`config.mk`:
```
export PLATFORM = sky130hd
export DESIGN_NAME = modular_exponentiation
export DESIGN_NICKNAME = d
export VERILOG_FILES = /design/src/hw/rtl/mexp_pkg.sv /design/src/hw/rtl/mexp_alu.sv /design/src/hw/rtl/modular_exponentiation.sv
export SDC_FILE = /design/constraint.sdc
export NUM_CORES = 1
export LEC_CHECK = 0
export BUFFER_PORTS_ARGS = -buffer_cell sky130_fd_sc_hd__buf_4
export CORE_MARGIN = 2
export CORE_UTILIZATION = 34
export CTS_CLUSTER_SIZE = 24
export DETAILED_ROUTE_END_ITERATION = 16
export PLACE_DENSITY = 0.49
export SLEW_MARGIN = 20
export SYNTH_ARGS = -nofsm -noshare
export SYNTH_HDL_FRONTEND = slang
export SYNTH_SLANG_ARGS = --single-unit
```
`constraint.sdc`:
```
create_clock -name clk -period 6.7 [get_ports clk]
set_input_delay 0.67 -clock clk [delete_from_list [all_inputs] [get_ports clk]]
set_output_delay 0.67 -clock clk [all_outputs]
set_load 0.1 [all_outputs]
```
`src/hw/rtl/mexp_pkg.sv`:
```
`timescale 1ns / 1ps
// ----------------------------------------------------------------------------
// mexp_pkg
// Shared width, counter width and sequencer state codes for the modular
// exponentiation block.
// ----------------------------------------------------------------------------
package mexp_pkg;

  localparam int WIDTH = 64;
  localparam int CNT_W = $clog2(WIDTH);

  typedef logic [WIDTH-1:0] word_t;
  typedef logic [WIDTH:0]   wide_t;

  typedef enum logic [5:0] {
    S_IDLE = 6'b000001,
    S_RED  = 6'b000010,
    S_TEST = 6'b000100,
    S_MUL  = 6'b001000,
    S_SQR  = 6'b010000,
    S_OUT  = 6'b100000
  } state_t;

endpackage

```
`src/hw/rtl/mexp_alu.sv`:
```
`timescale 1ns / 1ps
// ----------------------------------------------------------------------------
// mexp_alu
// Shared modular add unit: two add-and-fold lanes, each returning its sum
// reduced below the modulus with a single compare and subtract.
// ----------------------------------------------------------------------------
module mexp_alu (
  input  mexp_pkg::wide_t mz,
  input  mexp_pkg::word_t x0,
  input  mexp_pkg::word_t y0,
  input  mexp_pkg::word_t x1,
  input  mexp_pkg::word_t y1,
  input  logic            cin1,
  output mexp_pkg::word_t z0,
  output mexp_pkg::word_t z1
);

  mexp_pkg::wide_t s0;
  mexp_pkg::wide_t s1;
  mexp_pkg::wide_t d0;
  mexp_pkg::wide_t d1;

  assign s0 = {1'b0, x0} + {1'b0, y0};
  assign s1 = {1'b0, x1} + {1'b0, y1} + {{mexp_pkg::WIDTH{1'b0}}, cin1};
  assign d0 = s0 - mz;
  assign d1 = s1 - mz;

  assign z0 = (s0 >= mz) ? d0[mexp_pkg::WIDTH-1:0] : s0[mexp_pkg::WIDTH-1:0];
  assign z1 = (s1 >= mz) ? d1[mexp_pkg::WIDTH-1:0] : s1[mexp_pkg::WIDTH-1:0];

endmodule

```
`src/hw/rtl/modular_exponentiation.sv`:
```
`timescale 1ns / 1ps
// ----------------------------------------------------------------------------
// modular_exponentiation
// Right-to-left square-and-multiply power modulo a configured modulus, every
// product formed by shift-and-add on one shared modular add unit.
// ----------------------------------------------------------------------------
// sequence: the base is first reduced bit by bit, then per exponent bit one
//   test, a multiply when the bit is set and a square, with no square after
//   the top set bit
// throughput: one beat at a time, the next accepted after the result is taken
// reset: synchronous, returns to idle and sets the modulus to 1
// ----------------------------------------------------------------------------
module modular_exponentiation (
  input  logic        clk,
  input  logic        rst,
  input  logic        cfg_valid,
  output logic        cfg_ready,
  input  logic [63:0] cfg_data,
  input  logic        in_valid,
  output logic        in_ready,
  input  logic [63:0] base,
  input  logic [63:0] exponent,
  output logic        out_valid,
  input  logic        out_ready,
  output logic [63:0] power
);

  localparam int W = mexp_pkg::WIDTH;

  mexp_pkg::state_t state, state_next;
  logic [mexp_pkg::CNT_W-1:0] cnt, cnt_next;
  mexp_pkg::word_t modulus;
  mexp_pkg::word_t e, e_next;
  mexp_pkg::word_t acc, acc_next;
  mexp_pkg::word_t sq, sq_next;
  mexp_pkg::word_t mul_a, mul_a_next;
  mexp_pkg::word_t mul_b, mul_b_next;
  mexp_pkg::word_t prod, prod_next;

  mexp_pkg::wide_t mz;
  mexp_pkg::word_t y0;
  mexp_pkg::word_t z0;
  mexp_pkg::word_t z1;
  logic            cin1;

  assign cfg_ready = 1'b1;
  assign in_ready  = (state == mexp_pkg::S_IDLE);
  assign out_valid = (state == mexp_pkg::S_OUT);
  assign power     = 64'(acc);

  // zero modulus acts as 2^WIDTH
  assign mz   = {~|modulus, modulus};
  assign y0   = mul_a[0] ? mul_b : '0;
  assign cin1 = (state == mexp_pkg::S_RED) ? mul_a[W-1] : 1'b0;

  mexp_alu u_alu (
    .mz   (mz),
    .x0   (prod),
    .y0   (y0),
    .x1   (mul_b),
    .y1   (mul_b),
    .cin1 (cin1),
    .z0   (z0),
    .z1   (z1)
  );

  always_comb begin
    state_next = state;
    cnt_next   = cnt;
    e_next     = e;
    acc_next   = acc;
    sq_next    = sq;
    mul_a_next = mul_a;
    mul_b_next = mul_b;
    prod_next  = prod;
    case (state)
      mexp_pkg::S_IDLE: begin
        if (in_valid) begin
          mul_a_next = base[W-1:0];
          mul_b_next = '0;
          e_next     = exponent[W-1:0];
          acc_next   = W'(1);
          cnt_next   = mexp_pkg::CNT_W'(W - 1);
          state_next = mexp_pkg::S_RED;
        end
      end
      mexp_pkg::S_RED: begin
        // restoring remainder, one base bit per cycle
        mul_b_next = z1;
        mul_a_next = {mul_a[W-2:0], 1'b0};
        cnt_next   = cnt - 1'b1;
        if (cnt == '0) begin
          sq_next    = z1;
          state_next = mexp_pkg::S_TEST;
        end
      end
      mexp_pkg::S_TEST: begin
        if (e[0]) begin
          mul_a_next = acc;
          mul_b_next = sq;
          prod_next  = '0;
          state_next = mexp_pkg::S_MUL;
        end else begin
          e_next = {1'b0, e[W-1:1]};
          if (e[W-1:1] == '0) begin
            state_next = mexp_pkg::S_OUT;
          end else begin
            mul_a_next = sq;
            mul_b_next = sq;
            prod_next  = '0;
            state_next = mexp_pkg::S_SQR;
          end
        end
      end
      mexp_pkg::S_MUL: begin
        prod_next  = z0;
        mul_b_next = z1;
        mul_a_next = {1'b0, mul_a[W-1:1]};
        if (mul_a[W-1:1] == '0) begin
          acc_next = z0;
          e_next   = {1'b0, e[W-1:1]};
          if (e[W-1:1] == '0) begin
            state_next = mexp_pkg::S_OUT;
          end else begin
            mul_a_next = sq;
            mul_b_next = sq;
            prod_next  = '0;
            state_next = mexp_pkg::S_SQR;
          end
        end
      end
      mexp_pkg::S_SQR: begin
        prod_next  = z0;
        mul_b_next = z1;
        mul_a_next = {1'b0, mul_a[W-1:1]};
        if (mul_a[W-1:1] == '0) begin
          sq_next    = z0;
          state_next = mexp_pkg::S_TEST;
        end
      end
      mexp_pkg::S_OUT: begin
        if (out_ready) begin
          state_next = mexp_pkg::S_IDLE;
        end
      end
      default: begin
        state_next = mexp_pkg::S_IDLE;
      end
    endcase
  end

  always_ff @(posedge clk) begin
    if (rst) begin
      state   <= mexp_pkg::S_IDLE;
      modulus <= W'(1);
    end else begin
      state <= state_next;
      if (cfg_valid && cfg_ready) begin
        modulus <= cfg_data[W-1:0];
      end
    end
  end

  always_ff @(posedge clk) begin
    cnt   <= cnt_next;
    e     <= e_next;
    acc   <= acc_next;
    sq    <= sq_next;
    mul_a <= mul_a_next;
    mul_b <= mul_b_next;
    prod  <= prod_next;
  end

endmodule
```
==> impl_metrics.env <==
export IMPL_worstMarginPinSlew_ps=1130
export IMPL_rsz0062_at_grt="yes"
export IMPL_period_needed_ps=6460
export IMPL_final_util_pct=42.6
export IMPL_finalCritPeriodShare_pct=96.4
export IMPL_dpl_instance_area_um2=39300
export IMPL_hp_class="in -> reg"
export IMPL_route_detailed_drc=0
export IMPL_finalMaxSlewViolations=0
export IMPL_synth_cell_types=96
export IMPL_coreArea_um2=98400
export IMPL_grt_pass1_wl_mm=206
export IMPL_ctsHtreeMaxLevel=2
export IMPL_stdcell_area_um2=41900
export IMPL_synth_edf_count=390
export IMPL_syn_nets=4130
export IMPL_setup_viol=0
export IMPL_wl_per_cell_um=25.8
export IMPL_maxUsedRoutingLayer="met5"
export IMPL_clock_skew_ps=39.5
export IMPL_dp_cells=5419
export IMPL_area_growth_pct=24.1
export IMPL_fin_ws_ps=242
export IMPL_grt_use_total_pct=27.1
export IMPL_synth_flop_cell="edfxtp_1"
export IMPL_cts_tree="yes"
export IMPL_gp_congestion=0.954
export IMPL_cts_path_max_buffers=3
export IMPL_p_per_area_nw_per_um2=439
export IMPL_required_ps=7090
export IMPL_clockRootBuffer="clkbuf_16"
export IMPL_vias_per_cell=5.75
export IMPL_grt_pass1_vias=30200
export IMPL_p_total_mw=18.4
export IMPL_crit_path_end_kind="flop"
export IMPL_syn_avg_cell_area_um2=9.04
export IMPL_ant_nets=0
export IMPL_port_buffer_count=262
export IMPL_die_x_um=319
export IMPL_start_util_pct=34.3
export IMPL_critPathKind="reg -> reg"
export IMPL_hold_viol=0
export IMPL_grt_max_degree=98
export IMPL_cts_made_buffers=57
export IMPL_maxCapViolations=0
export IMPL_seq_area_frac_synth_pct=38.9
export IMPL_max_freq_mhz=155
export IMPL_pre_cts_ws_ps=-250
export IMPL_synth_warnings=0
export IMPL_met1_length_mm=69.3
export IMPL_vdd_drop_max_v=0.000225
export IMPL_outcome="finished clean"
export IMPL_final_cell_count_no_fill=5538
export IMPL_drive_gt1_share_pct=19.8
export IMPL_num_rows=115
export IMPL_cp_max_fo=11
export IMPL_syn_area_um2=33700
export IMPL_arrival_ps=6850
export IMPL_wl_met2_mm=56.8
export IMPL_antenna_found_initial=2
export IMPL_relSlewSlack_pct=23.9
export IMPL_routed_wl_met3_mm=12.5
export IMPL_ys_seq_elements=460
export IMPL_startpoint="mul_a[0]$_DFFE_PP_"
export IMPL_p_leak_nw=17.0
export IMPL_die_area_um2=102000
export IMPL_n_fill_cell=9878
export IMPL_dr_pass1_iters=7
export IMPL_syn_inst=3734
export IMPL_nets=4596
export IMPL_min_from="cfg_data[0]"
export IMPL_dp_hpwl_mm=112
export IMPL_grt_ovfl_total=0
export IMPL_r2r_start="mul_a[0]$_DFFE_PP_"
export IMPL_num_vias=31800
export IMPL_critPathLaunchType="flop"
export IMPL_wirelength_mm=143
export IMPL_cts_sinks=460
export IMPL_die_height_um=319
export IMPL_postCtsHoldBufs=0
export IMPL_async_flop_share_pct=0
export IMPL_cts_reportedPaths_clkPinSlew_ps=60
export IMPL_io_pins=264
export IMPL_initialDrtViolationCount=3272
export IMPL_clk_insertion_delay_late_ps=680
## final timing paths
| path | end | slack, ps | cells after the start |
|---|---|---|---|
| max | sq[19]$_DFFE_PP_ | 240 | 26 |
| min | modulus[0]$_SDFFE_PP1P_ | 200 | 2 |
| max reg2reg | sq[19]$_DFFE_PP_ | 240 | 26 |
| min reg2reg | modulus[31]$_SDFFE_PP0P_ | 530 | 2 |
## synth_stat cells, types with 24 or more instances
library cell	count	share of area (%)
and2_1	102	1.9
nand2_1	406	4.5
nor3_1	48	0.71
o21a_1	50	1.1
mux2i_1	162	4.8
nor2b_1	24	0.44
edfxtp_1	390	35
ha_1	196	7.3
o21ai_0	196	2.9
o21bai_1	39	0.87
a222oi_1	62	1.8
inv_1	122	1.4
xnor2_1	105	2.7
a31oi_1	86	1.6
nand4_1	63	1.2
xor2_1	61	1.6
clkbuf_1	199	2.2
a21oi_1	272	4.0
dfxtp_1	70	4.2
nor2_1	384	4.3
nor4_1	58	1.1
a211oi_1	26	0.58
a22o_1	67	1.7
nand3_1	54	0.80
a21o_1	126	2.8
## cells by family (layout without fill, tap and decap cells)
logic type               Yosys count  in the layout  share of synthesized area (%)
AND/OR/NAND/NOR                 1244           1245                           17.1
AO/OA/AOI/OAI                   1147           1147                           23.3
flip-flops                       460            460                           38.9
buffers and inverters            349            862                           4.04
adder cells (fa/ha/maj)          199            199                           7.44
multiplexers                     168            168                           5.01
XOR/XNOR                         166            166                           4.31
other                              1              4                         0.0111
## cell usage in the layout, fill, tap and decap left out, types with 9 or more instances in the layout
cell type / instances
a21boi_0: 13
and2_1: 99
nand4_1: 63
nor3_1: 44
edfxtp_1: 390
o2111ai_1: 15
o21a_1: 50
mux2i_1: 156
dfxtp_1: 70
a211oi_1: 25
clkinv_2: 14
clkbuf_16: 61
o21bai_1: 39
o21ai_1: 17
nor2b_1: 23
nand2b_1: 20
bufinv_16: 13
o31ai_1: 16
nand3_1: 54
a2bb2oi_1: 9
a22o_1: 67
a21o_1: 126
xor2_1: 61
nor2_1: 378
o211ai_1: 21
xnor2_1: 104
o2bb2ai_1: 22
o21ai_2: 12
or3_1: 17
inv_1: 122
a222oi_1: 62
and3_1: 18
a21oi_1: 266
o21ai_0: 180
nand2_1: 403
a31oi_1: 83
ha_1: 195
nor4_1: 57
buf_4: 621
## per-layer routing
metal  global-route usage (%)  up-vias
met5                        0        -
met4                     7.60        2
met3                     4.79      163
met2                     37.7     1434
met1                     42.1    15200
li1                         -    15000
## per-stage QoR
| step | setup TNS (ps) | hold WS, ps |
|---|---|---|
| after floorplan | -4920 | 484 |
| after global placement | -2650 | 503 |
| after detailed placement | -2680 | 519 |
| after CTS | 0 | 150 |
| after global routing | -70.9 | 171 |
| final | 0 | 204 |
## flip-flops by register name, indices dropped and copies added, names as in the netlist
name	count
mul_a	64
modulus	64
state	6
sq	64
power	64
mul_b	64
cnt	6
e	64
prod	64
## where the power goes
group / switching (mW) / leakage (nW) / internal (mW)
clock: 1.37 / 1.02 / 2.12
sequential: 0.356 / 4.22 / 3.59
combinational: 6.67 / 11.8 / 4.29
total: 8.40 / 17.0 / 9.99
## layout make-up
type	count	area, µm²	area share, %
flip-flops and latches	460	13100	31.3
repair buffers	633	4870	11.6
multi-input cells	2926	19700	47.1
inverters	122	458	1.09
well taps	1287	1610	3.84
clock inverters	42	602	1.44
diodes	3	7.51	0.0179
clock buffers	65	1500	3.59
## timing repair
action | 4_1_cts | 5_1_grt
setup endpoints to repair | 46 | 192
endpoints found under the hold margin | 0 | 0
gates cloned | 0 | 3
pin swaps | 0 | 16
gates resized for setup | 21 | 64
buffers inserted | 0 | 6
## worst max-delay path, stage by stage (launching register included)
cell and delay (ps):
edfxtp_1 380, buf_6 160, and2_1 160, ha_1 200
inv_1 80, fa_2 200, nor2b_1 60, o211ai_1 260
a31oi_2 190, or3_4 420, o31ai_4 310, buf_4 180
o21ai_2 120, a41o_4 310, a41oi_2 210, xnor2_1 120
ha_1 360, nand4_1 120, or3_1 410, or4_4 560
o41ai_4 380, nor2_4 130, nand2_8 120, buf_12 160
mux2i_4 340, buf_6 170, mux2i_1 70
No activity file was read; power rests on OpenSTA's default activity.
